===== config.mk =====
export PLATFORM = sky130hd
export DESIGN_NAME = meter_bcd_value_format_codec_top
export DESIGN_NICKNAME = d
export VERILOG_FILES = /design/src/rtl/mbvf_pkg.sv /design/src/rtl/mbvf_pipe_reg.sv /design/src/rtl/meter_bcd_value_format_codec_top.sv
export SDC_FILE = /design/constraint.sdc
export NUM_CORES = 2
export LEC_CHECK = 0
export ABC_AREA = 1
export BUFFER_PORTS_ARGS = -buffer_cell sky130_fd_sc_hd__buf_2
export CAP_MARGIN = 20
export CORE_MARGIN = 2
export CORE_UTILIZATION = 53
export DETAILED_ROUTE_END_ITERATION = 7
export HOLD_SLACK_MARGIN = 0.05
export MAX_ROUTING_LAYER = met4
export PLACE_DENSITY = 0.69
export SLEW_MARGIN = 20
export SYNTH_ARGS = -nofsm -noshare
export SYNTH_HDL_FRONTEND = slang
export SYNTH_SLANG_ARGS = --single-unit

===== constraint.sdc =====
create_clock -name clk_i -period 7.18 [get_ports clk_i]
set_clock_uncertainty 0.1 [all_clocks]
set_input_delay 0.359 -clock clk_i [delete_from_list [all_inputs] [get_ports clk_i]]
set_output_delay 0.359 -clock clk_i [all_outputs]
set_load 0.02 [all_outputs]

===== src/rtl/mbvf_pkg.sv =====
// Types, constants and datapath functions of the meter BCD value format codec.
// Used by mbvf_pipe_reg and meter_bcd_value_format_codec_top; no dependencies.
package mbvf_pkg;

  typedef enum logic [2:0] {
    OP_ENC02 = 3'd0,
    OP_DEC02 = 3'd1,
    OP_ENC03 = 3'd2,
    OP_DEC03 = 3'd3,
    OP_ENC25 = 3'd4,
    OP_DEC25 = 3'd5
  } mbvf_op_e;

  typedef struct packed {
    logic [2:0]  opcode;
    logic [31:0] operand_word;
  } mbvf_in_t;

  typedef struct packed {
    logic [31:0] result_word;
    logic        out_of_range;
  } mbvf_out_t;

  typedef struct packed {
    logic [2:0]  op;
    logic        neg;
    logic [31:0] bin;
    logic [39:0] bcd;
    logic [27:0] dig;
    logic [26:0] scale;
    logic [7:0]  p0;
    logic [7:0]  p1;
    logic [7:0]  p2;
    logic [7:0]  p3;
    logic [14:0] lo;
    logic [10:0] hi;
    logic [27:0] v;
    logic [54:0] prod;
  } mbvf_stg_t;

  localparam logic [31:0] MagLimit = 32'h7FFF_FFFF;

  localparam logic [26:0] Coef02 [8] = '{
    27'd100000000, 27'd10000000, 27'd1000000, 27'd100000,
    27'd10000, 27'd1000, 27'd100, 27'd10
  };

  // Eight shift-and-add-3 steps over ten BCD digits.
  function automatic logic [39:0] dabble8(input logic [39:0] bcd, input logic [7:0] bits);
    logic [39:0] r;
    r = bcd;
    for (int s = 7; s >= 0; s--) begin
      for (int n = 0; n < 10; n++) begin
        if (r[4*n +: 4] >= 4'd5) begin
          r[4*n +: 4] = r[4*n +: 4] + 4'd3;
        end
      end
      r = {r[38:0], bits[s]};
    end
    return r;
  endfunction

  function automatic mbvf_stg_t prep(input mbvf_in_t in);
    mbvf_stg_t s;
    logic [31:0] w;
    w = in.operand_word;
    s = '0;
    s.op  = in.opcode;
    s.bin = w[31] ? (32'd0 - w) : w;
    unique case (in.opcode)
      OP_DEC02: begin
        s.neg   = w[12];
        s.dig   = {16'd0, w[11:0]};
        s.scale = Coef02[w[15:13]];
      end
      OP_DEC03: begin
        s.neg   = w[28];
        s.dig   = w[27:0];
        s.scale = w[30] ? 27'd100000 : 27'd100;
      end
      OP_DEC25: begin
        s.neg   = w[23];
        s.dig   = {5'd0, w[22:0]};
        s.scale = 27'd1;
      end
      default: begin
        s.neg = w[31];
      end
    endcase
    return s;
  endfunction

  function automatic logic [7:0] pair(input logic [7:0] d);
    return {4'd0, d[3:0]} + {4'd0, d[7:4]} * 8'd10;
  endfunction

  function automatic mbvf_out_t finish(input mbvf_stg_t s);
    mbvf_out_t o;
    logic [11:0] d3;
    logic [2:0]  code;
    logic        sat;
    logic [31:0] mag;
    o = '0;
    unique case (s.op)
      OP_ENC02: begin
        priority if (s.bcd[39:36] != 4'd0) begin
          d3 = s.bcd[39:28]; code = 3'd1;
        end else if (s.bcd[35:32] != 4'd0) begin
          d3 = s.bcd[35:24]; code = 3'd2;
        end else if (s.bcd[31:28] != 4'd0) begin
          d3 = s.bcd[31:20]; code = 3'd3;
        end else if (s.bcd[27:24] != 4'd0) begin
          d3 = s.bcd[27:16]; code = 3'd4;
        end else if (s.bcd[23:20] != 4'd0) begin
          d3 = s.bcd[23:12]; code = 3'd5;
        end else if (s.bcd[19:16] != 4'd0) begin
          d3 = s.bcd[19:8];  code = 3'd6;
        end else begin
          d3 = s.bcd[15:4];  code = 3'd7;
        end
        o.result_word = {16'd0, code, s.neg, d3};
      end
      OP_ENC03: begin
        if (s.bcd[39:36] != 4'd0) begin
          o.result_word = {3'b010, s.neg, 8'd0, s.bcd[39:20]};
        end else begin
          o.result_word = {3'b000, s.neg, s.bcd[35:8]};
        end
      end
      OP_ENC25: begin
        sat = (s.bcd[39:24] != 16'd0) || (s.bcd[23:20] >= 4'd8);
        o.result_word = {8'd0, s.neg, sat ? 23'h799999 : s.bcd[22:0]};
        o.out_of_range = sat;
      end
      OP_DEC02, OP_DEC03, OP_DEC25: begin
        sat = s.prod > {23'd0, MagLimit};
        mag = sat ? MagLimit : s.prod[31:0];
        o.result_word = s.neg ? (32'd0 - mag) : mag;
        o.out_of_range = sat;
      end
      default: begin
        o = '0;
      end
    endcase
    return o;
  endfunction

endpackage


===== src/rtl/mbvf_pipe_reg.sv =====
// One stage register of the codec pipeline with valid/ready flow control.
// Depends on mbvf_pkg for the stage record type.
module mbvf_pipe_reg import mbvf_pkg::*; (
  input  logic      clk_i,
  input  logic      rst_ni,
  input  logic      vld_i,
  output logic      rdy_o,
  input  mbvf_stg_t data_i,
  output logic      vld_o,
  input  logic      rdy_i,
  output mbvf_stg_t data_o
);

  logic      vld_q;
  mbvf_stg_t data_q;

  // fill a bubble or advance when downstream takes the request
  assign rdy_o = !vld_q || rdy_i;

  always_ff @(posedge clk_i or negedge rst_ni) begin
    if (!rst_ni) begin
      vld_q <= 1'b0;
    end else if (rdy_o) begin
      vld_q <= vld_i;
    end
  end

  always_ff @(posedge clk_i) begin
    if (rdy_o && vld_i) begin
      data_q <= data_i;
    end
  end

  assign vld_o  = vld_q;
  assign data_o = data_q;

endmodule


===== src/rtl/meter_bcd_value_format_codec_top.sv =====
// Meter BCD value format codec: six-stage pipeline, one request per cycle
// when not stalled; a request passes stage registers 0 to 4, then out_q.
// Throughput: 1 request per cycle unless stalled; binary-to-BCD runs 8 bits
// per stage over four stages; decode sums and the scale multiply share them.
// Reset: rst_ni asynchronously empties every stage; no other state.
module meter_bcd_value_format_codec_top import mbvf_pkg::*; (
  input  logic      clk_i,
  input  logic      rst_ni,
  input  logic      in_valid_i,
  output logic      in_ready_o,
  input  mbvf_in_t  in_data_i,
  output logic      out_valid_o,
  input  logic      out_ready_i,
  output mbvf_out_t out_data_o
);

  localparam int NumStg = 5;

  logic      vld   [NumStg];
  logic      rdy   [NumStg];
  mbvf_stg_t q     [NumStg];
  mbvf_stg_t d     [NumStg];
  logic      nxt_rdy [NumStg];

  logic      out_vld_q;
  mbvf_out_t out_q;
  logic      f_rdy;

  always_comb begin
    d[0] = prep(in_data_i);

    d[1] = q[0];
    d[1].bcd = dabble8(q[0].bcd, q[0].bin[31:24]);
    d[1].p0  = pair(q[0].dig[7:0]);
    d[1].p1  = pair(q[0].dig[15:8]);
    d[1].p2  = pair(q[0].dig[23:16]);
    d[1].p3  = {4'd0, q[0].dig[27:24]};

    d[2] = q[1];
    d[2].bcd = dabble8(q[1].bcd, q[1].bin[23:16]);
    d[2].lo  = {7'd0, q[1].p0} + {7'd0, q[1].p1} * 15'd100;
    d[2].hi  = {3'd0, q[1].p2} + {3'd0, q[1].p3} * 11'd100;

    d[3] = q[2];
    d[3].bcd = dabble8(q[2].bcd, q[2].bin[15:8]);
    d[3].v   = {13'd0, q[2].lo} + {17'd0, q[2].hi} * 28'd10000;

    d[4] = q[3];
    d[4].bcd  = dabble8(q[3].bcd, q[3].bin[7:0]);
    d[4].prod = {27'd0, q[3].v} * {28'd0, q[3].scale};
  end

  for (genvar i = 0; i < NumStg; i++) begin : g_stg
    if (i == NumStg - 1) begin : g_last
      assign nxt_rdy[i] = f_rdy;
    end else begin : g_mid
      assign nxt_rdy[i] = rdy[i+1];
    end
    mbvf_pipe_reg u_reg (
      .clk_i  (clk_i),
      .rst_ni (rst_ni),
      .vld_i  ((i == 0) ? in_valid_i : vld[(i == 0) ? 0 : i-1]),
      .rdy_o  (rdy[i]),
      .data_i (d[i]),
      .vld_o  (vld[i]),
      .rdy_i  (nxt_rdy[i]),
      .data_o (q[i])
    );
  end

  assign in_ready_o = rdy[0];
  assign f_rdy      = !out_vld_q || out_ready_i;

  always_ff @(posedge clk_i or negedge rst_ni) begin
    if (!rst_ni) begin
      out_vld_q <= 1'b0;
    end else if (f_rdy) begin
      out_vld_q <= vld[NumStg-1];
    end
  end

  always_ff @(posedge clk_i) begin
    if (f_rdy && vld[NumStg-1]) begin
      out_q <= finish(q[NumStg-1]);
    end
  end

  assign out_valid_o = out_vld_q;
  assign out_data_o  = out_q;

  a_in_stall: assert property (@(posedge clk_i) disable iff (!rst_ni)
    !in_ready_o |-> vld[0])
    else $error("input stalled with an empty first stage");

  a_last_hold: assert property (@(posedge clk_i) disable iff (!rst_ni)
    vld[NumStg-1] && !f_rdy |=> vld[NumStg-1] && $stable(q[NumStg-1]))
    else $error("last stage lost or changed a stalled request");

  a_sat_value: assert property (@(posedge clk_i) disable iff (!rst_ni)
    out_valid_o && out_data_o.out_of_range |->
      (out_data_o.result_word == 32'h7FFF_FFFF) ||
      (out_data_o.result_word == 32'h8000_0001) ||
      (out_data_o.result_word[31:24] == 8'd0))
    else $error("saturated result has an unexpected value");

endmodule

==> run_results.csv <==
group,metric,value,unit
cells_and_area,seqCellArea,14500,um^2
clock_tree,cts_buffer_depth,3,
setup_path,cp_max_fo,15,
setup_path,worstSetupPathType,"reg -> reg",
yosys,yosysSeqAreaShare,24.5,%
route,vias,46900,
hold_path,min_from,"in_data_i[30]",
clock_tree,worstSkewPairLatency,680,ps
yosys,synthArstFlopShare,1.24,%
sta,setup-violations-final,0,
yosys,syn_area,59200,um^2
global_route,grt_remaining_overflow,0,
clock_tree,clkSinkCount,484,
sta,fin_crit_sh,97.2,%
floorplanning,rows,122,
clock_tree,clockRootBuffer,"clkbuf_16",
setup_path,r2r_slack,200,ps
global_route,antenna_found_initial,11,
floorplanning,pin_count,74,
sta,fmaxAchievable,143,MHz
sta,grt_setup_unrepaired,"yes",
setup_path,cpMaxStageDelayCell,"fa_1",
sta,hold_viol_final,0,
route,drtIter0Drc,2774,
cells_and_area,nets,8689,
global_route,grt_max_degree,85,
route,avgRoutedWirePerCell,15.8,um
sta,period_minus_slack,6980,ps
setup_path,end_kind,"register",
route,drtPass1Iterations,6,
yosys,ys_warn_count,0,
floorplanning,design.die.area,114000,um^2
yosys,syn_nets,8396,
placed_design,dpl_cell_area,63000,um^2
sta,slew_headroom,31.5,%
cells_and_area,drive_gt1_share,13.3,%
route,drc_errors,0,
cells_and_area,area_delta_synth_final,11.5,%
global_route,grt_usage,26.3,%
setup_path,crit_path_start_kind,"register",
clock_tree,numCtsBuffers,56,
yosys,synth_edf_count,478,
hold_path,worstHoldEndpoint,"g_stg[0].u_reg.data_o[266]",
clock_tree,clk_pin_slew_worst_paths,60,ps
setup_path,slowest_delay,540,ps
floorplanning,coreArea,111000,um^2
cells_and_area,mostFrequentLayoutCells,"nand2_1 (1787), inv_1 (1625), fa_1 (577)",
hold_path,worstHoldPathCells,3,
placed_design,io_buffers,73,
hold_path,hp-class,"in -> reg",
floorplanning,die_h,338,um
yosys,ys_seq_elements,484,
sta,worst_pin_slew,1030,ps
sta,drv_slew,0,
cells_and_area,mostFrequentLayoutCell,"nand2_1",
clock_tree,htree_levels,2,
yosys,syn_inst,7257,
run,drv_cap,0,
cells_and_area,multi_input_area,38300,um^2
route,ant_nets,0,
setup_path,critical_path_arrival,7230,ps
global_route,grt_pass1_wl,238000,um
setup_path,reg2reg_from,"g_stg[3].u_reg.data_o[146]",
cells_and_area,final_area,66000,um^2
clock_tree,cts_tree,"done",
placed_design,place_ws,-154,ps
global_route,grt_pass1_vias,47300,
sta,holdWs,195,ps
setup_path,r2r-end,"g_stg[4].u_reg.data_o[39]",
yosys,synth_ff_type,"edfxtp_1",
sta,setup_slack,204,ps
setup_path,r2r_cells,30,
floorplanning,initial_core_util,53.5,%
outcome,status,"complete, no violations",
floorplanning,die_x,338,um
placed_design,gp_congestion,0.944,
setup_path,crit_required,7430,ps
yosys,ys_types,65,
route,drt-total-wl,144000,um
placed_design,hpwl,119000,um
yosys,syn_area_per_cell,8.15,um^2
cells_and_area,fillCellCount,9669,
route,avgViaCountPerCell,5.16,
area by class of cell:
cell class              instances  area share [%]
clock inverters                42           0.736
flip-flops and latches        484            22.0
clock buffers                  64            2.20
repair buffers                374            4.61
diodes                         11          0.0417
inverters                    1681            9.58
multi-input cells            4953            58.0
well taps                    1488            2.82
state kept, by name, summed over array words and instances, names as in the netlist:
name	count
g_stg.u_reg.data_o	445
out_data_o	33
g_stg.u_reg.vld_o	5
out_valid_o	1
layer usage:
| layer | wire length, um | up-vias | GRT usage [%] |
|---|---|---|---|
| met5 | 0 | - | - |
| met4 | 4060 | 0 | 6.99 |
| met3 | 7850 | 234 | 3.21 |
| met2 | 69100 | 1067 | 44.1 |
| met1 | 62700 | 22300 | 33.7 |
| li1 | - | 23300 | - |
Yosys cell counts, drive strengths merged (23+ instances only):
master,instances,area (um^2)
a21o,27,203
a21oi,170,870
clkbuf,137,514
edfxtp,478,14400
fa,582,11700
ha,518,6480
inv,1674,6280
nand2,2060,8500
nand3,507,3130
nand3b,25,188
nand4,109,682
nor2,221,862
nor3,30,150
o21ai,273,1600
or2,23,144
xnor2,59,524
xor2,170,1550
worst max path at each step:
stage	from	end	slack, ps	cells past startpoint
floorplan	g_stg[3].u_reg.data_o[147]	g_stg[4].u_reg.data_o[54]	10	28
global route	g_stg[3].u_reg.data_o[63]	g_stg[4].u_reg.data_o[47]	-100	38
CTS	g_stg[3].u_reg.data_o[69]	g_stg[4].u_reg.data_o[52]	0.9	25
global placement	g_stg[3].u_reg.data_o[63]	g_stg[4].u_reg.data_o[51]	-100	43
finish	g_stg[3].u_reg.data_o[146]	g_stg[4].u_reg.data_o[39]	200	30
detailed placement	g_stg[3].u_reg.data_o[149]	g_stg[4].u_reg.data_o[51]	-150	32
critical path, delay by kind of cell, from the launching register on:
family | cells | cell delay, ps
adders and majority gates | 8 | 3860
xor gates and xnor gates | 1 | 140
and+or+nand+nor | 9 | 720
DFF | 1 | 370
AOI/OAI and AO/OA | 4 | 600
buffers and inverters | 8 | 890
through the flow:
stage / utilization (%) / TNS, ps / std cells
floorplan: - / 0 / 7257
global placement: 56.9 / -316 / 8920
detailed placement: 56.9 / -825 / 8920
CTS: 59.0 / 0 / 9068
global route: 59.6 / -470 / 9096
finish: 59.6 / 0 / 9097
cells by family (layout without fill, tap and decap cells):
family          Yosys count  after routing  share of synthesized area, %
compound gates          606            606                          6.26
xor+xnor                229            229                          3.50
fa+ha+maj              1100           1100                          30.6
buf+inv                1820           2161                          11.5
flops                   484            484                          24.5
mux                       2              2                        0.0338
other cells               0             11                             0
simple gates           3016           3016                          23.5
timing repair:
item                                   in CTS  in global routing
pin swaps                                   0                 34
buffers inserted                            5                 20
hold buffers                               37                  0
resized for setup                           5                 93
setup endpoints to repair                   8                 25
endpoints found under the hold margin      65                  0
Power is not shown: default switching activity piles up to over one toggle a cycle in this logic, so the estimate is an artifact.
